## src/sv/kpde_pkg.sv

```systemverilog
// Shared types, constants and lookup functions for the keypad entry and display block.
`default_nettype none

package kpde_pkg;

  localparam int unsigned COL_W      = 4;
  localparam int unsigned ROW_W      = 2;
  localparam int unsigned ROWS       = 4;
  localparam int unsigned DIGIT_W    = 4;
  localparam int unsigned SEG_W      = 7;
  localparam int unsigned ENABLE_W   = 4;
  localparam int unsigned COUNT_OUT_W = 3;
  localparam int unsigned TICK_W     = 16;
  localparam int unsigned CFG_ADDR_W = 1;
  localparam int unsigned IN_TDATA_W  = 8;
  localparam int unsigned OUT_TDATA_W = 24;

  localparam logic [TICK_W-1:0] SETTLE_RESET  = 16'd2000;
  localparam logic [TICK_W-1:0] REFRESH_RESET = 16'd800;

  localparam logic [CFG_ADDR_W-1:0] REG_SETTLE  = 1'd0;
  localparam logic [CFG_ADDR_W-1:0] REG_REFRESH = 1'd1;

  localparam logic [DIGIT_W-1:0] NO_KEY    = 4'hF;
  localparam logic [DIGIT_W-1:0] MAX_DIGIT = 4'd9;

  typedef enum logic [1:0] {
    PH_SETTLE  = 2'd0,
    PH_CONFIRM = 2'd1,
    PH_RELEASE = 2'd2,
    PH_AFTER   = 2'd3
  } scan_phase_t;

  // Write into the digit store, with a fixed three-bit index.
  typedef struct packed {
    logic               en;
    logic [2:0]         idx;
    logic [DIGIT_W-1:0] digit;
  } store_wr_t;

  function automatic logic [1:0] lowest_col(input logic [COL_W-1:0] c);
    logic [1:0] r;
    if (c[0])      r = 2'd0;
    else if (c[1]) r = 2'd1;
    else if (c[2]) r = 2'd2;
    else           r = 2'd3;
    return r;
  endfunction

  function automatic logic [DIGIT_W-1:0] key_lookup(input logic [ROW_W-1:0] row,
                                                    input logic [1:0] col);
    logic [DIGIT_W-1:0] k;
    case ({row, col})
      4'b00_00: k = 4'd1;
      4'b00_01: k = 4'd2;
      4'b00_10: k = 4'd3;
      4'b01_00: k = 4'd4;
      4'b01_01: k = 4'd5;
      4'b01_10: k = 4'd6;
      4'b10_00: k = 4'd7;
      4'b10_01: k = 4'd8;
      4'b10_10: k = 4'd9;
      4'b11_01: k = 4'd0;
      default:  k = NO_KEY;
    endcase
    return k;
  endfunction

  // Pattern bits a..g, bit 0 is segment a; codes above nine wrap modulo ten.
  function automatic logic [SEG_W-1:0] seg_lookup(input logic [DIGIT_W-1:0] d);
    logic [SEG_W-1:0] s;
    case (d)
      4'd0, 4'd10: s = 7'h3F;
      4'd1, 4'd11: s = 7'h06;
      4'd2, 4'd12: s = 7'h5B;
      4'd3, 4'd13: s = 7'h4F;
      4'd4, 4'd14: s = 7'h66;
      4'd5, 4'd15: s = 7'h6D;
      4'd6:        s = 7'h7D;
      4'd7:        s = 7'h07;
      4'd8:        s = 7'h7F;
      4'd9:        s = 7'h6F;
      default:     s = 7'h3F;
    endcase
    return s;
  endfunction

endpackage

`default_nettype wire

```

## src/sv/kpde_scanner.sv

```systemverilog
// Row scanner with settle, confirm, release and after-release waits, and the digit entry count.
`default_nettype none

module kpde_scanner #(
  parameter int unsigned NUM_DIGITS = 4,
  parameter int unsigned CNT_W = 3,
  parameter int unsigned POS_W = 2
) (
  input  wire logic                          clk,
  input  wire logic                          rst,
  input  wire logic                          advance,
  input  wire logic [kpde_pkg::COL_W-1:0]    col_lines,
  input  wire logic [kpde_pkg::TICK_W-1:0]   settle_ticks,
  output logic [kpde_pkg::ROW_W-1:0]         row_index,
  output logic                               key_accepted,
  output logic [kpde_pkg::DIGIT_W-1:0]       key_digit,
  output logic [CNT_W-1:0]                   count_next,
  output kpde_pkg::store_wr_t                store_wr
);
  import kpde_pkg::*;

  scan_phase_t              scan_phase, scan_phase_next;
  logic [ROW_W-1:0]         row_next;
  logic [TICK_W-1:0]        wait_counter, wait_next;
  logic [CNT_W-1:0]         entry_count;
  logic [TICK_W-1:0]        limit;
  logic [TICK_W:0]          wait_inc;
  logic                     wait_done;
  logic                     pressed;
  logic [DIGIT_W-1:0]       key;
  logic                     take_key;

  assign limit     = (settle_ticks == '0) ? TICK_W'(1) : settle_ticks;
  assign wait_inc  = {1'b0, wait_counter} + (TICK_W+1)'(1);
  assign wait_done = wait_inc >= {1'b0, limit};
  assign pressed   = col_lines != '0;
  assign key       = key_lookup(row_index, lowest_col(col_lines));
  assign take_key  = advance && (scan_phase == PH_CONFIRM) && wait_done && pressed &&
                     (key <= MAX_DIGIT) && (entry_count < CNT_W'(NUM_DIGITS));

  // Next state of the scan sequence.
  always_comb begin
    scan_phase_next = scan_phase;
    row_next        = row_index;
    wait_next       = wait_done ? '0 : wait_inc[TICK_W-1:0];
    count_next      = take_key ? entry_count + CNT_W'(1) : entry_count;
    case (scan_phase)
      PH_SETTLE: begin
        if (wait_done) begin
          if (pressed) begin
            scan_phase_next = PH_CONFIRM;
          end else begin
            row_next = row_index + ROW_W'(1);
          end
        end
      end
      PH_CONFIRM: begin
        if (wait_done) begin
          if (pressed) begin
            scan_phase_next = PH_RELEASE;
          end else begin
            scan_phase_next = PH_SETTLE;
            row_next        = row_index + ROW_W'(1);
          end
        end
      end
      PH_RELEASE: begin
        wait_next = wait_counter;
        if (!pressed) begin
          scan_phase_next = PH_AFTER;
          wait_next       = '0;
        end
      end
      PH_AFTER: begin
        if (wait_done) begin
          scan_phase_next = PH_SETTLE;
          row_next        = row_index + ROW_W'(1);
        end
      end
      default: begin
        scan_phase_next = PH_SETTLE;
      end
    endcase
  end

  // Key event and store write.
  always_comb begin
    key_accepted   = take_key;
    key_digit      = take_key ? key : '0;
    store_wr.en    = take_key;
    store_wr.idx   = 3'(entry_count[POS_W-1:0]);
    store_wr.digit = key;
  end

  always_ff @(posedge clk) begin
    if (rst) begin
      scan_phase   <= PH_SETTLE;
      row_index    <= '0;
      wait_counter <= '0;
      entry_count  <= '0;
    end else if (advance) begin
      scan_phase   <= scan_phase_next;
      row_index    <= row_next;
      wait_counter <= wait_next;
      entry_count  <= count_next;
    end
  end

  a_count_bound: assert property (@(posedge clk) disable iff (rst)
    entry_count <= CNT_W'(NUM_DIGITS))
    else $error("entry count beyond digit store depth");

  a_count_step: assert property (@(posedge clk) disable iff (rst)
    take_key |=> entry_count == $past(entry_count) + CNT_W'(1))
    else $error("stored key did not advance the entry count");

  a_release_idle: assert property (@(posedge clk) disable iff (rst)
    scan_phase == PH_RELEASE |-> wait_counter == '0)
    else $error("wait counter running during release wait");

endmodule

`default_nettype wire

```

## src/sv/kpde_display.sv

```systemverilog
// Digit store, refresh counter and seven-segment multiplexing.
`default_nettype none

module kpde_display #(
  parameter int unsigned NUM_DIGITS = 4,
  parameter int unsigned POS_W = 2
) (
  input  wire logic                          clk,
  input  wire logic                          rst,
  input  wire logic                          advance,
  input  wire logic [kpde_pkg::TICK_W-1:0]   refresh_ticks,
  input  wire kpde_pkg::store_wr_t           store_wr,
  output logic [kpde_pkg::SEG_W-1:0]         segments,
  output logic [kpde_pkg::ENABLE_W-1:0]      digit_enable
);
  import kpde_pkg::*;

  logic [DIGIT_W-1:0] digit_store [NUM_DIGITS];
  logic [TICK_W-1:0]  refresh_counter;
  logic [POS_W-1:0]   display_position;
  logic [TICK_W-1:0]  limit;
  logic [TICK_W:0]    refresh_inc;
  logic               refresh_done;
  logic [POS_W-1:0]   wr_idx;

  assign limit        = (refresh_ticks == '0) ? TICK_W'(1) : refresh_ticks;
  assign refresh_inc  = {1'b0, refresh_counter} + (TICK_W+1)'(1);
  assign refresh_done = refresh_inc >= {1'b0, limit};
  assign wr_idx       = store_wr.idx[POS_W-1:0];

  assign segments = seg_lookup(digit_store[display_position]);

  // Only the first four positions have an enable line.
  always_comb begin
    if (4'(display_position) < 4'(ENABLE_W)) begin
      digit_enable = ~(ENABLE_W'(1) << display_position);
    end else begin
      digit_enable = '1;
    end
  end

  always_ff @(posedge clk) begin
    if (rst) begin
      refresh_counter  <= '0;
      display_position <= '0;
    end else if (advance) begin
      if (refresh_done) begin
        refresh_counter <= '0;
        if (32'(display_position) == NUM_DIGITS - 1) begin
          display_position <= '0;
        end else begin
          display_position <= display_position + POS_W'(1);
        end
      end else begin
        refresh_counter <= refresh_inc[TICK_W-1:0];
      end
    end
  end

  always_ff @(posedge clk) begin
    if (rst) begin
      for (int i = 0; i < NUM_DIGITS; i++) begin
        digit_store[i] <= '0;
      end
    end else if (store_wr.en) begin
      digit_store[wr_idx] <= store_wr.digit;
    end
  end

  a_pos_bound: assert property (@(posedge clk) disable iff (rst)
    32'(display_position) < NUM_DIGITS)
    else $error("display position beyond digit count");

  a_pos_on_wrap: assert property (@(posedge clk) disable iff (rst)
    !$stable(display_position) |-> refresh_counter == '0)
    else $error("display position moved without refresh wrap");

  a_store_write: assert property (@(posedge clk) disable iff (rst)
    store_wr.en |=> digit_store[$past(wr_idx)] == $past(store_wr.digit))
    else $error("digit store write lost");

endmodule

`default_nettype wire

```

## src/sv/keypad_digit_entry_display_top.sv

```systemverilog
// Top level of the keypad digit entry and display block.
//
// Each request on the s_axis channel is one tick of the keypad column lines.
// Every request yields exactly one result on m_axis: the row drive and the
// display segment and enable lines as they stood at the start of that tick,
// plus the key event of the tick and the digit count after it.
// A result is valid in the cycle after its request is taken. One request is
// taken per clock while the receiver does not stall; the whole tick is evaluated by
// the scanner and display logic between the state registers and the output
// register.
// When the receiver stalls, the output register holds the result and a new
// request is taken only once that result leaves, so s_axis_tready follows
// m_axis_tready while the output register is full.
// cfg_we writes settle_ticks (index 0) or refresh_ticks (index 1) from
// cfg_data; a value of zero acts as one.
// Reset clears the scanner to row 0 in its first settle wait, empties the
// digit store (all digits show 0), and restores the register defaults of
// 2000 and 800 ticks.
`default_nettype none

module keypad_digit_entry_display_top #(
  parameter int unsigned NUM_DIGITS = 4
) (
  input  wire logic                                 clk,
  input  wire logic                                 rst,
  input  wire logic                                 s_axis_tvalid,
  output logic                                      s_axis_tready,
  // [3:0] col_lines
  input  wire logic [kpde_pkg::IN_TDATA_W-1:0]      s_axis_tdata,
  output logic                                      m_axis_tvalid,
  input  wire logic                                 m_axis_tready,
  // [3:0] row_drive, [10:4] segments, [14:11] digit_enable, [15] key_accepted,
  // [19:16] key_digit, [22:20] stored_count
  output logic [kpde_pkg::OUT_TDATA_W-1:0]          m_axis_tdata,
  input  wire logic                                 cfg_we,
  input  wire logic [kpde_pkg::CFG_ADDR_W-1:0]      cfg_addr,
  input  wire logic [kpde_pkg::TICK_W-1:0]          cfg_data
);
  import kpde_pkg::*;

  localparam int unsigned CNT_W = $clog2(NUM_DIGITS + 1);
  localparam int unsigned POS_W = (NUM_DIGITS > 1) ? $clog2(NUM_DIGITS) : 1;

  logic [TICK_W-1:0]   settle_ticks;
  logic [TICK_W-1:0]   refresh_ticks;
  logic                advance;
  logic [COL_W-1:0]    col_lines;
  logic [ROW_W-1:0]    row_index;
  logic                key_accepted;
  logic [DIGIT_W-1:0]  key_digit;
  logic [CNT_W-1:0]    count_next;
  store_wr_t           store_wr;
  logic [SEG_W-1:0]    segments;
  logic [ENABLE_W-1:0] digit_enable;
  logic [ROWS-1:0]     row_drive;
  logic [OUT_TDATA_W-1:0] result;

  assign s_axis_tready = !m_axis_tvalid || m_axis_tready;
  assign advance       = s_axis_tvalid && s_axis_tready;
  assign col_lines     = s_axis_tdata[COL_W-1:0];
  assign row_drive     = ROWS'(1) << row_index;

  always_ff @(posedge clk) begin
    if (rst) begin
      settle_ticks  <= SETTLE_RESET;
      refresh_ticks <= REFRESH_RESET;
    end else if (cfg_we) begin
      case (cfg_addr)
        REG_SETTLE:  settle_ticks  <= cfg_data;
        REG_REFRESH: refresh_ticks <= cfg_data;
        default: ;
      endcase
    end
  end

  kpde_scanner #(
    .NUM_DIGITS (NUM_DIGITS),
    .CNT_W      (CNT_W),
    .POS_W      (POS_W)
  ) u_scanner (
    .clk          (clk),
    .rst          (rst),
    .advance      (advance),
    .col_lines    (col_lines),
    .settle_ticks (settle_ticks),
    .row_index    (row_index),
    .key_accepted (key_accepted),
    .key_digit    (key_digit),
    .count_next   (count_next),
    .store_wr     (store_wr)
  );

  kpde_display #(
    .NUM_DIGITS (NUM_DIGITS),
    .POS_W      (POS_W)
  ) u_display (
    .clk           (clk),
    .rst           (rst),
    .advance       (advance),
    .refresh_ticks (refresh_ticks),
    .store_wr      (store_wr),
    .segments      (segments),
    .digit_enable  (digit_enable)
  );

  assign result = {1'b0, COUNT_OUT_W'(count_next), key_digit, key_accepted,
                   digit_enable, segments, row_drive};

  always_ff @(posedge clk) begin
    if (rst) begin
      m_axis_tvalid <= 1'b0;
    end else if (advance) begin
      m_axis_tvalid <= 1'b1;
    end else if (m_axis_tready) begin
      m_axis_tvalid <= 1'b0;
    end
  end

  always_ff @(posedge clk) begin
    if (advance) begin
      m_axis_tdata <= result;
    end
  end

  a_one_enable: assert property (@(posedge clk) disable iff (rst)
    m_axis_tvalid |-> $onehot0(~m_axis_tdata[14:11]))
    else $error("more than one digit enabled");

  a_digit_only_on_key: assert property (@(posedge clk) disable iff (rst)
    (m_axis_tvalid && !m_axis_tdata[15]) |-> m_axis_tdata[19:16] == '0)
    else $error("key digit set without a stored key");

  a_result_follows: assert property (@(posedge clk) disable iff (rst)
    advance |=> m_axis_tvalid)
    else $error("taken request produced no result");

endmodule

`default_nettype wire
```

## config.mk

```make
export PLATFORM = sky130hd
export DESIGN_NAME = keypad_digit_entry_display_top
export DESIGN_NICKNAME = d
export VERILOG_FILES = /design/src/sv/kpde_pkg.sv /design/src/sv/kpde_scanner.sv /design/src/sv/kpde_display.sv /design/src/sv/keypad_digit_entry_display_top.sv
export SDC_FILE = /design/constraint.sdc
export NUM_CORES = 1
export LEC_CHECK = 0
export BUFFER_PORTS_ARGS = -buffer_cell sky130_fd_sc_hd__buf_2
export CAP_MARGIN = 20
export CORE_ASPECT_RATIO = 0.8
export CORE_MARGIN = 2
export CORE_UTILIZATION = 30
export DETAILED_ROUTE_END_ITERATION = 16
export PLACE_DENSITY = 0.46
export SLEW_MARGIN = 20
export SYNTH_ARGS = -nofsm -noshare
export SYNTH_HDL_FRONTEND = slang
export SYNTH_SLANG_ARGS = --single-unit
```

## constraint.sdc

```tcl
create_clock -name clk -period 10.2 [get_ports clk]
set_input_delay 1.02 -clock clk [delete_from_list [all_inputs] [get_ports clk]]
set_output_delay 1.02 -clock clk [all_outputs]
set_load 0.02 [all_outputs]
```

==> impl_metrics.yaml <==
synth:
  synth_seq_area_share: 0.441
  synth.net_count: 751
  yosysWarnings: 0
  synth.ff_latch_count: 115
  post-synth-top-area-cell: "dfxtp_1"
  synth-main-ff-cell: "dfxtp_1"
  synth.distinct_cells: 55
  syn-cell-area_mm2: 0.00611
  postSynth.asyncResetShare: 0
  synthCells: 675
  synth-edff-count: 39
  syn_avg_cell_area_um2: 9.05
  synth_top_area_frac: 0.249
  synth_area_leaders: "dfxtp_1 (25%), edfxtp_1 (19%), ha_1 (9.4%), nand2_1 (6.5%), a21oi_1 (4.4%)"
route:
  drt-initial-drc-count: 250
  first_pass_iters: 4
  num_vias: 4856
  routed_wl_um: 14500
  final_antenna_net_count: 0
  post_drt_wl_per_cell_um: 14.6
  viasPerCell: 4.88
  remaining_drc_errors: 0
worst_setup_path:
  critical_path_arrival_ps: 4180
  critPathTopFamily: "simple AND/OR/NAND/NOR gates"
  r2r_setup_slack_ps: 6190
  critPathMaxStageDelay_ps: 670
  timing.critical_path.to: "u_display.digit_store[0][1]"
  crit_path_max_fanout: 11
  crit-reg2reg-launch: "u_scanner.wait_counter[0]"
  rr_endpoint: "u_display.digit_store[0][1]"
  worst-path-stages: 13
  worst_path_max_delay_cell: "o21bai_1"
  crit_buf_inv: 0
  data_required_critical_path_ps: 10370
  worstSetupStartpointType: "flop"
  worst_r2r_path_depth: 13
  cp-end-kind: "flop"
  critical_path_class: "flop to flop"
  cp_cell_sequence: "ha_1, nand3_2, nor2_1, and3_1, xor2_1, ha_1, nand4_1, nor3_1, a221oi_1, nand3_2, o21bai_1, or2_1, nor2_1"
  startpoint: "u_scanner.wait_counter[0]"
clock_network:
  clock_sink_count: 115
  tritoncts.num_buffers: 17
  cts_post_setup_buffers_inserted: 0
  ctsHoldBuffers: 0
  cts.root.buffer_cell: "clkbuf_16"
  cts_max_path_buffers: 2
  tritoncts: "yes"
  cts-resized-gates: 0
  htree_num_levels: 4
  clk-insertion-delay-late_ps: 420
  cts.clk_slew.worst_paths_ps: 60
pwr:
  power-per-cell-area_mw_per_mm2: 161
  total_leakage_power_nw: 2.88
  post-layout-total-power_w: 0.00116
  worst_supply_voltage_drop_on_vdd_mv: 0.0693
layout:
  drive_gt1_frac: 0.145
  final_cells: 996
  layout_common_cells: "nand2_1 (105), dfxtp_1 (76), a21oi_1 (54)"
  antenna_cells: 0
  net_total_in_the_final_layout: 795
  layout.cells.most_common: "nand2_1"
  area.growth.synth_to_final_pct: 17.4
  fin_area_mm2: 0.00717
floorplan:
  initial_utilization: 0.307
  fp.dieArea_mm2: 0.0215
  ios: 56
  die_x_um: 164
  floorplan.core_area_mm2: 0.0199
  die_ht_um: 132
  std_cell_rows: 46
placement:
  hpwlAfterDp_um: 10600
  dpl.cell_count: 964
  detailedPlace.worstSlack_ps: 6150
  port-buffer-count: 50
  place_congestion: 0.801
  dpl_cell_area_mm2: 0.00660
sta:
  rsz0062_at_grt: "no"
  finalWorstSetupSlack_ps: 6190
  fin_setup_tns_ps: 0
  timing.final.setup_violations: 0
  max_slew_margin: 0.371
  finalCritPeriodShare: 0.393
  worst_slew_pin_tran_ps: 939
  clock.fmax_mhz: 249
  layout_min_cycle_time_ps: 4010
  skew_ps: 8.41
  report.final.hold_viol_count: 0
  maxSlewViolCount: 0
global_routing:
  largest_net_degree_at_the_start_of_global_routing: 45
  first_global_vias: 4840
  globalRouteTotalUtil: 0.143
  grt-ovfl-total: 0
  antenna_found_initial: 0
  first_pass_grt_wire_length_um: 24300
job:
  timing.max_cap.violations: 0
status:
  status: "finished, final reports clean"
worst_hold_path:
  hold_path_class: "flop to flop"
per-stage QoR:
step                hold WS (ps)   util
floorplan                    436      -
global placement             456  0.331
detailed placement           458  0.331
CTS                          465  0.360
global route                 488  0.360
finish                       461  0.360
sequential cells by signal (all words and copies together), names as in the netlist, 2 cells and up, named ones only:
name	count
u_display.refresh_counter	16
u_scanner.wait_counter	16
m_axis_tdata	23
u_display.display_position	2
u_display.digit_store	16
u_scanner.row_index	2
settle_ticks	16
refresh_ticks	16
u_scanner.entry_count	3
cells in the mapped netlist, types with 3 or more instances:
cell type	n
xnor2_1	17
o211ai_1	12
a21o_1	3
ha_1	46
nand3_1	22
or3_1	3
nand3_2	3
nand4_1	11
a21oi_1	54
nand2_1	105
or2_2	3
mux4_2	4
buf_2	3
nor2_1	41
o21ai_0	21
mux2i_1	6
xor2_1	14
nand2b_1	7
inv_1	50
edfxtp_1	39
a31oi_1	7
nor4_1	10
nor2b_1	9
nor3_1	22
dfxtp_1	76
a22o_1	19
and3_1	6
and2_1	6
clkbuf_1	22
how the worst min path moves through the flow:
stage                                 from               end  slack, ps  depth (start not counted)
after floorplan           refresh_ticks[0]  refresh_ticks[0]        440                          2
after global placement     settle_ticks[0]   settle_ticks[0]        460                          2
after detailed placement   settle_ticks[0]   settle_ticks[0]        460                          2
after CTS                  settle_ticks[0]   settle_ticks[0]        470                          2
after global routing       settle_ticks[0]   settle_ticks[0]        490                          2
final                      settle_ticks[0]   settle_ticks[0]        460                          2
cells by family after synthesis:
| group | synth area share |
|---|---|
| buffers and inverters | 0.0510 |
| xor gates and xnor gates | 0.0444 |
| AOI/OAI and AO/OA | 0.135 |
| DFF | 0.441 |
| other | 0.000614 |
| muxes | 0.0289 |
| and+or+nand+nor | 0.205 |
| adders and majority gates | 0.0942 |
metal layers:
layer  vias to the layer above  wire [um]  GRT usage
li1                       2476          -          -
met1                      2274       7720      0.202
met2                        93       6030      0.213
met3                        13        623     0.0372
met4                         0        169     0.0434
met5                         -          0          0
cell type report:
type                       instances  area [um2]
tap                              264         330
clock inverter                    15         150
multi-input combinational        481        3110
inverter                          50         188
clock buffer                      17         425
timing repair buffer              54         280
sequential                       115        2690
fill                            2089       12700
power by group:
part | internal, W | switching [W]
clock | 0.000341 | 0.000240
combinational | 0.0000274 | 0.0000540
sequential | 0.000487 | 0.00000878
total | 0.000856 | 0.000303
tightest hold or removal path, cell delays in order (launching register included):
cell     delay, ps
dfxtp_1        310
nand2_1         50
a21oi_1         50
(Power assumes the default switching activity.)
